### src/sv/pgu_pkg.sv
package pgu_pkg;

  localparam int LANES               = 4;
  localparam int LANE_W              = 2;
  localparam int CODE_W              = 2;
  localparam int INDEX_W             = 12;
  localparam int ROW_W               = 12;
  localparam int VALUE_W             = 16;
  localparam int COLUMN_W            = 16;
  localparam int SAMPLE_CNT_W        = 13;
  localparam int CODE_TABLE_W        = 64;
  localparam int CFG_INDEX_W         = 2;
  localparam int CFG_DATA_W          = 64;
  localparam int DEFAULT_MAX_SAMPLES = 4096;

  localparam logic [CFG_INDEX_W-1:0] REG_SAMPLE_COUNT   = 2'd0;
  localparam logic [CFG_INDEX_W-1:0] REG_CHUNK_VARIANTS = 2'd1;
  localparam logic [CFG_INDEX_W-1:0] REG_CODE_TABLE     = 2'd2;

  localparam logic OP_LOAD = 1'b0;
  localparam logic OP_DATA = 1'b1;

  typedef struct packed {
    logic             en;
    logic             keep;
    logic [ROW_W-1:0] row;
  } mem_wr_t;

  typedef struct packed {
    logic                      hit;
    logic [ROW_W-1:0]          row;
    logic signed [VALUE_W-1:0] value;
  } lane_out_t;

endpackage

### src/sv/pgu_merge.sv
module pgu_merge import pgu_pkg::*; (
  input  logic                      clk,
  input  logic                      rst,
  input  logic                      load,
  input  lane_out_t                 lanes [LANES],
  input  logic [COLUMN_W-1:0]       load_column,
  input  logic                      out_stall,
  output logic                      free,
  output logic                      out_valid,
  output logic [COLUMN_W-1:0]       column,
  output logic [ROW_W-1:0]          row,
  output logic signed [VALUE_W-1:0] value,
  output logic                      last
);

  logic [LANES-1:0]    pending;
  logic [LANES-1:0]    pending_next;
  logic [LANES-1:0]    hits;
  logic [LANES-1:0]    rest;
  lane_out_t           slot [LANES];
  logic [COLUMN_W-1:0] col_reg;
  logic [LANE_W-1:0]   sel;
  logic                xfer;

  always_comb begin
    sel = '0;
    for (int k = LANES - 1; k >= 0; k--) begin
      if (pending[k]) begin
        sel = LANE_W'(k);
      end
    end
    for (int k = 0; k < LANES; k++) begin
      hits[k] = lanes[k].hit;
    end
    out_valid = |pending;
    xfer      = out_valid && !out_stall;
    rest      = pending & (pending - 1'b1);
    last      = (rest == '0);
    free      = (pending == '0) || (xfer && last);
    column    = col_reg;
    row       = slot[sel].row;
    value     = slot[sel].value;
    if (load) begin
      pending_next = hits;
    end else if (xfer) begin
      pending_next = rest;
    end else begin
      pending_next = pending;
    end
  end

  always_ff @(posedge clk) begin
    if (rst) begin
      pending <= '0;
    end else begin
      pending <= pending_next;
    end
  end

  always_ff @(posedge clk) begin
    if (load) begin
      col_reg <= load_column;
      for (int k = 0; k < LANES; k++) begin
        slot[k] <= lanes[k];
      end
    end
  end

endmodule

### config.mk
export PLATFORM = sky130hd
export DESIGN_NAME = pgu_merge
export DESIGN_NICKNAME = d
export VERILOG_FILES = /design/src/sv/pgu_pkg.sv /design/src/sv/pgu_merge.sv
export SDC_FILE = /design/constraint.sdc
export NUM_CORES = 1
export LEC_CHECK = 0
export BUFFER_PORTS_ARGS = -buffer_cell sky130_fd_sc_hd__buf_2
export CAP_MARGIN = 20
export CORE_MARGIN = 1
export CORE_UTILIZATION = 35
export DETAILED_ROUTE_END_ITERATION = 10
export PLACE_DENSITY = 0.62
export SLEW_MARGIN = 10
export SYNTH_ARGS = -nofsm -noshare
export SYNTH_HDL_FRONTEND = slang
export SYNTH_SLANG_ARGS = --single-unit
### constraint.sdc
create_clock -name clk -period 4.4 [get_ports clk]
set_clock_uncertainty 0.1 [all_clocks]
set_input_delay 1.32 -clock clk [delete_from_list [all_inputs] [get_ports clk]]
set_output_delay 1.32 -clock clk [all_outputs]
set_load 0.01 [all_outputs]
# Word level (Yosys, flattened, before mapping)
# Memories as Yosys holds them, arrays and structs flattened.
# Index checks and enable logic that the tools add are counted.
# totals
ff_bits	20
ramBits	116
inputBits	136
out_inout_bits	47
word_cells	21
n_memories	1
# op_classes
add_sub_neg	1
mux	8
bitwise	1
reduce_logical	8
# mem_list
memory	words	word_bits	rd	rd_clocked_by_memory_dff	wr	line	source
slot	4	29	1	0	4	pgu_merge.sv:20	lane_out_t slot [LANES];
# op_table
op	n
logical NOT 4 bit	2
two-way mux 2 bit	4
two-way mux 4 bit	2
bitwise AND 4 bit	1
OR reduction 4 bit	1
subtractor 4 x 1 -> 4 bit, second input constant	1
logical AND 1 bit	2
two-way mux 1 bit	2
nonzero test 2 bit	1
logical NOT 1 bit	1
logical OR 1 bit	1

# Depth between registers and ports, before layout
# Gate-level depths: netlist of the first run.
# depth
ltp_word	5
depth_mapped	6
depth_no_buf	3

# Worst setup path after synthesis of the first run
# OpenSTA, ideal clock, no wires.
# synth_path
path_kind	input -> output
from	input port out_stall
to	output port free
t_arrival_ns	2.000
required_time_ns	2.980
path_slack_ns	0.980
path_stages	2
path_buffers	0
cell_sequence	maj3_1 > o31ai_1
# synth_between
elab_chain_cells	4
# synth_rtl
element	line	source
start: declaration	pgu_merge.sv:7	input logic out_stall,
logical NOT 1 bit	pgu_merge.sv:36	xfer = out_valid && !out_stall;
logical AND 1 bit	pgu_merge.sv:36	
logical AND 1 bit	pgu_merge.sv:39	free = (pending == '0) || (xfer && last);
logical OR 1 bit	pgu_merge.sv:39	
end: declaration	pgu_merge.sv:8	output logic free,
# Every way passes these cells.

# Final worst setup path of the first run
# layout_path
from	register pending[1]
to	output port value[1]
# layout_between
elab_chain_cells	3
# layout_rtl
element	line	source
start: declaration	pgu_merge.sv:16	logic [LANES-1:0] pending;
start signal: assignment	pgu_merge.sv:56	pending <= pending_next;
two-way mux 2 bit (2 in series)	pgu_merge.sv:28	if (pending[k]) begin
memory read (4 x 29 bit)	-	
end: declaration	pgu_merge.sv:12	output logic signed [VALUE_W-1:0] value,
# Every way passes these cells.

==> results.sh, run 1 <==
export IMPL_run_status="finished, final reports clean"
export IMPL_drv_slew=0
export IMPL_portBuffers=182
export IMPL_min_period_over_period_pct=88.21
export IMPL_gr_total_overflow=0
export IMPL_arrival_ps=2460
export IMPL_cts_resized=0
export IMPL_antennaDiodeCount=0
export IMPL_cpMaxStageDelayCell="or4b_2"
export IMPL_fmax_ghz=0.2577
export IMPL_synth_seq_cells=132
export IMPL_clk_pin_slew_ps=60
export IMPL_syn_inst=291
export IMPL_cp_slowest_stage_delay_ps=1120
export IMPL_gp_congestion=0.7476
export IMPL_synthToLayoutAreaGrowth_pct=33.59
export IMPL_hold_viol_final=0
export IMPL_start_util_pct=35.90
export IMPL_drt_pre_antenna_iters=4
export IMPL_finalSetupTns_ps=0
export IMPL_synth_distinct_cells=24
export IMPL_h_tree_depth=4
export IMPL_postCtsSetupBuffers=0
export IMPL_synth_cell_area_um2=4984
export IMPL_viasPerCell=4.978
export IMPL_antenna_left=0
export IMPL_synth_net_count=427
export IMPL_hold_ws_ps=454.1
export IMPL_grt_use_total_pct=16.51
export IMPL_critPathMaxFanout=28
export IMPL_dpl_instance_area_um2=6068
export IMPL_peakVddDrop_uv=312.7
export IMPL_hpwlAfterDp_mm=7.667
export IMPL_critPathRequiredTime_ps=2980
export IMPL_cap_violations=0
export IMPL_grt_max_degree=65
export IMPL_clk_latency_ps=410
export IMPL_setup_ws_ps=518.8
export IMPL_die_area_um2=14720
export IMPL_holdBufCountCts=0
export IMPL_yosysWarnings=0
export IMPL_num_io_pins=183
export IMPL_multi_input_area_um2=937.1
export IMPL_grt_pass1_wl_mm=17.60
export IMPL_cp_start_kind="flip-flop"
export IMPL_drcViolationCount=0
export IMPL_fin_area_um2=6658
export IMPL_max_slew_margin_pct=32.28
export IMPL_ys_seq_area_share_pct=78.73
export IMPL_die_h_um=121.3
export IMPL_power_density_nw_per_um2=483.5
export IMPL_cts_buffer_depth=2
export IMPL_setup_viol=0
export IMPL_nNetsFinal=614
export IMPL_cp_cell_sequence="or4b_2 > o22ai_1 > a21oi_1 > buf_2"
export IMPL_grt_setup_unrepaired="false"
export IMPL_hp_class="flip-flop to flip-flop"
export IMPL_regArea_um2=3924
export IMPL_dr_total_vias=3340
export IMPL_core_um2=13880
export IMPL_antenna_found_initial=0
export IMPL_wl_per_cell_um=17.61
export IMPL_fin_crit_ps=3881
export IMPL_dp_slack_ps=703.5
export IMPL_end_kind="output port"
export IMPL_avgSynthCellArea_um2=17.13
export IMPL_fillerInstances=1230
export IMPL_clock_sinks=132
export IMPL_grt_pass1_vias=3463
export IMPL_die_x_um=121.3
export IMPL_cts_tree="yes"
export IMPL_path_class="flip-flop to output port"
export IMPL_root_buffer="clkbuf_16"
export IMPL_numCtsBuffers=17
export IMPL_worst_pin_slew_ps=1016
export IMPL_drive_above_1_share_pct=48.47
export IMPL_num_rows=43
export IMPL_totalWireLength_mm=11.82
export IMPL_leakage_nw=2.579
export IMPL_drt_iter0_drc=191
placed cells by master, fill, tap and decap left out, types with 2 or more instances in the layout:
master,Yosys,routed
maj3_1,2,2
buf_4,1,6
o22ai_1,8,8
edfxtp_1,128,128
clkbuf_16,0,17
clkinv_1,0,4
clkinv_2,0,2
or4_1,2,2
o22ai_2,20,20
buf_2,9,181
nand2_1,32,32
a21oi_1,31,31
inv_1,3,3
o21ai_0,3,3
dfxtp_1,4,4
o221ai_1,28,28
nand3_1,2,2
clkinvlp_4,0,3
bufinv_16,0,3
clkinv_4,0,2
state kept, by name (all words and copies together), names as in the netlist:
register	flops
slot	112
pending	4
column	16
layer usage:
layer,share of wire [%],vias up,track usage (%)
met5,0,-,0
met4,1.0,0,6.636
met3,5.8,11,5.310
met2,52,114,28.09
met1,41,1652,19.15
li1,-,1563,-
metrics by stage:
| stage | power (mW) | util [%] | std cells |
|---|---|---|---|
| finish | 3.219 | 47.96 | 671 |
| global route | 3.337 | 47.96 | 671 |
| CTS | 3.256 | 47.96 | 671 |
| detailed placement | 1.851 | 43.72 | 639 |
| global placement | 1.836 | 43.72 | 639 |
| floorplan | 1.680 | - | 291 |
Yosys cell counts:
library cell | count | share of area [%]
nand2_1 | 32 | 2.4
o31ai_1 | 1 | 0.15
or4b_1 | 1 | 0.20
or3_1 | 1 | 0.13
nor3_1 | 1 | 0.10
nand3_1 | 2 | 0.20
o221ai_1 | 28 | 4.9
o311ai_0 | 1 | 0.18
o22ai_2 | 20 | 5.0
nand2b_1 | 1 | 0.13
maj3_1 | 2 | 0.40
dfxtp_1 | 4 | 1.6
inv_1 | 3 | 0.23
nor2_1 | 1 | 0.075
clkbuf_1 | 7 | 0.53
edfxtp_1 | 128 | 77
a21oi_1 | 31 | 3.1
o21ai_0 | 3 | 0.30
o22ai_1 | 8 | 1.0
or4_1 | 2 | 0.30
buf_4 | 1 | 0.15
o21a_1 | 1 | 0.15
buf_6 | 3 | 0.68
buf_2 | 9 | 0.90
final timing paths:
path | startpoint | endpoint | slack, ps | depth (start not counted)
worst max-delay path | pending[1] | value[1] | 520 | 4
worst min-delay path | pending[3] | pending[3] | 450 | 2
worst max register to register | pending[0] | pending[3] | 2890 | 4
worst min register to register | pending[3] | pending[3] | 450 | 2
report_power, final:
| group | switching (mW) | leakage [nW] | internal (mW) |
|---|---|---|---|
| combinational | 0.162 | 1.01 | 0.131 |
| clock | 0.516 | 0.279 | 0.882 |
| sequential | 0.0371 | 1.29 | 1.49 |
area by class of cell:
cell class | instances | share of cell area [%]
timing repair buffer | 188 | 14.58
sequential | 132 | 58.94
clock buffer | 17 | 6.390
clock inverter | 15 | 2.462
tap | 180 | 3.383
inverter | 3 | 0.1691
multi-input combinational | 136 | 14.08
critical path: cells and delay by family (launching register included):
kind / cells / cell delay (ps)
and+or+nand+nor: 1 / 1120
DFF: 1 / 390
AOI/OAI and AO/OA: 2 / 390
buffers and inverters: 1 / 150
cells by family after synthesis:
family / synth area share [%]
AO/OA/AOI/OAI: 14.84
adder cells (fa/ha/maj): 0.4017
buffers and inverters: 2.486
flip-flops: 78.73
AND/OR/NAND/NOR: 3.540
Power figures use the tool's default switching activity.
==> inputs of run 2 (changes only) <==
--- a/config.mk
+++ b/config.mk
@@ -10,6 +10,7 @@
 export CORE_MARGIN = 1
 export CORE_UTILIZATION = 35
 export DETAILED_ROUTE_END_ITERATION = 10
+export MAX_ROUTING_LAYER = met4
 export PLACE_DENSITY = 0.62
 export SLEW_MARGIN = 10
 export SYNTH_ARGS = -nofsm -noshare
==> run 2 against run 1 <==
Wire length fell by 0.47%. Die area did not move. First-iteration DRC count rose by 10%. Maximum frequency about the same. Flip-flop and latch count did not move. Setup slack worse by 2.2 ps. Final cell count did not move. Global-route usage grew 0.46 points. Utilization stayed put. Sequential power about the same. Total power decreased by 0.12%. Final area unchanged. Critical path type unchanged. Largest power group unchanged. Highest routed layer unchanged.
==> results.sh, run 2 (same netlist as run 1, synthesis figures left out) <==
export IMPL_clk_latency_ps=410
export IMPL_critPathRequiredTime_ps=2980
export IMPL_antenna_left=0
export IMPL_die_x_um=121.3
export IMPL_min_to="pending[3]"
export IMPL_grt_setup_unrepaired="false"
export IMPL_arrival_ps=2460
export IMPL_viasPerCell=4.942
export IMPL_r2r_cells=4
export IMPL_postCtsSetupBuffers=0
export IMPL_setup_viol=0
export IMPL_cts_resized=0
export IMPL_hold_depth=2
export IMPL_largest_reg_flops=112
export IMPL_fin_area_um2=6658
export IMPL_rr_endpoint="pending[3]"
export IMPL_totalWireLength_mm=11.76
export IMPL_portBuffers=182
export IMPL_critPathMaxFanout=28
export IMPL_antenna_found_initial=0
export IMPL_hold_viol_final=0
export IMPL_cp_cell_sequence="or4b_2 > o22ai_1 > a21oi_1 > buf_2"
export IMPL_cp_start_kind="flip-flop"
export IMPL_synthToLayoutAreaGrowth_pct=33.59
export IMPL_hpwlAfterDp_mm=7.667
export IMPL_fmax_ghz=0.2575
export IMPL_cts_buffer_depth=2
export IMPL_grt_pass1_wl_mm=17.58
export IMPL_fin_crit_ps=3883
export IMPL_holdBufCountCts=0
export IMPL_core_um2=13880
export IMPL_clock_sinks=132
export IMPL_grt_max_degree=65
export IMPL_num_io_pins=183
export IMPL_peakVddDrop_uv=311.2
export IMPL_leakage_nw=2.579
export IMPL_gp_congestion=0.7571
export IMPL_max_slew_margin_pct=32.36
export IMPL_drive_above_1_share_pct=48.47
export IMPL_die_area_um2=14720
export IMPL_root_buffer="clkbuf_16"
export IMPL_utilization_pct=47.96
export IMPL_end_kind="output port"
export IMPL_antennaDiodeCount=0
export IMPL_drt_iter0_drc=211
export IMPL_cts_tree="yes"
export IMPL_final_cell_mix="buf_2, edfxtp_1, nand2_1"
export IMPL_cap_violations=0
export IMPL_gr_total_overflow=0
export IMPL_reg2reg_slack_ps=2890
export IMPL_dpl_instance_area_um2=6068
export IMPL_finalPower_mw=3.216
export IMPL_drt_pre_antenna_iters=4
export IMPL_dr_total_vias=3316
export IMPL_path_class="flip-flop to output port"
export IMPL_timing_rr_start="pending[0]"
export IMPL_hp_class="flip-flop to flip-flop"
export IMPL_clk_pin_slew_ps=60
export IMPL_final_common_cell="buf_2"
export IMPL_min_period_over_period_pct=88.26
export IMPL_cpMaxStageDelayCell="or4b_2"
export IMPL_nNetsFinal=614
export IMPL_h_tree_depth=4
export IMPL_die_h_um=121.3
export IMPL_finalSetupTns_ps=0
export IMPL_power_density_nw_per_um2=483.0
export IMPL_hold_ws_ps=457.6
export IMPL_fillerInstances=1230
export IMPL_numCtsBuffers=17
export IMPL_hold_start="pending[3]"
export IMPL_regMostFlops="slot"
export IMPL_drcViolationCount=0
export IMPL_grt_use_total_pct=16.98
export IMPL_worst_pin_slew_ps=1015
export IMPL_grt_pass1_vias=3461
export IMPL_wl_per_cell_um=17.53
export IMPL_cp_slowest_stage_delay_ps=1120
export IMPL_run_status="finished, final reports clean"
export IMPL_num_rows=43
export IMPL_drv_slew=0
export IMPL_start_util_pct=35.90
run 2: cell counts in the layout (fill, tap and decap cells not counted):
Identical to the previous run, type by type.
run 2: cell type report:
class	instances	area, um^2	area share, %
clock buffer	17	425.4	6.390
sequential	132	3924	58.94
multi-input combinational	136	937.1	14.08
clock inverter	15	163.9	2.462
inverter	3	11.26	0.1691
tap	180	225.2	3.383
timing repair buffer	188	970.9	14.58
run 2: layer usage:
layer	up-vias	track usage (%)	part of all wire (%)
met1	1636	19.24	41
met4	0	6.636	0.53
met2	113	28.16	53
met3	4	5.028	5.1
li1	1563	-	-
met5	-	-	0
run 2: power breakdown:
part	total (mW)	internal [mW]	leakage [nW]	switching, mW
Sequential	1.53	1.49	1.29	0.0371
Clock	1.39	0.882	0.279	0.512
Combinational	0.293	0.131	1.01	0.162
Total	3.22	2.50	2.58	0.712
run 2: worst max path at each step:
stage	start	to	cells past startpoint
final	pending[1]	value[7]	4
after global routing	pending[1]	value[3]	4
after CTS	pending[1]	value[1]	4
after detailed placement	out_stall	free	4
after global placement	out_stall	free	4
after floorplan	out_stall	free	2
run 2: through the flow:
stage	setup WS (ps)	std cells
finish	516.6	671
global placement	693.2	639
global route	342.7	671
CTS	485.7	671
detailed placement	703.5	639
floorplan	979.8	291
run 2: critical path, delay by kind of cell (launching register included):
kind	cells	cell delay, ps
and+or+nand+nor	1	1120
DFF	1	390
AOI/OAI and AO/OA	2	390
buffers and inverters	1	150
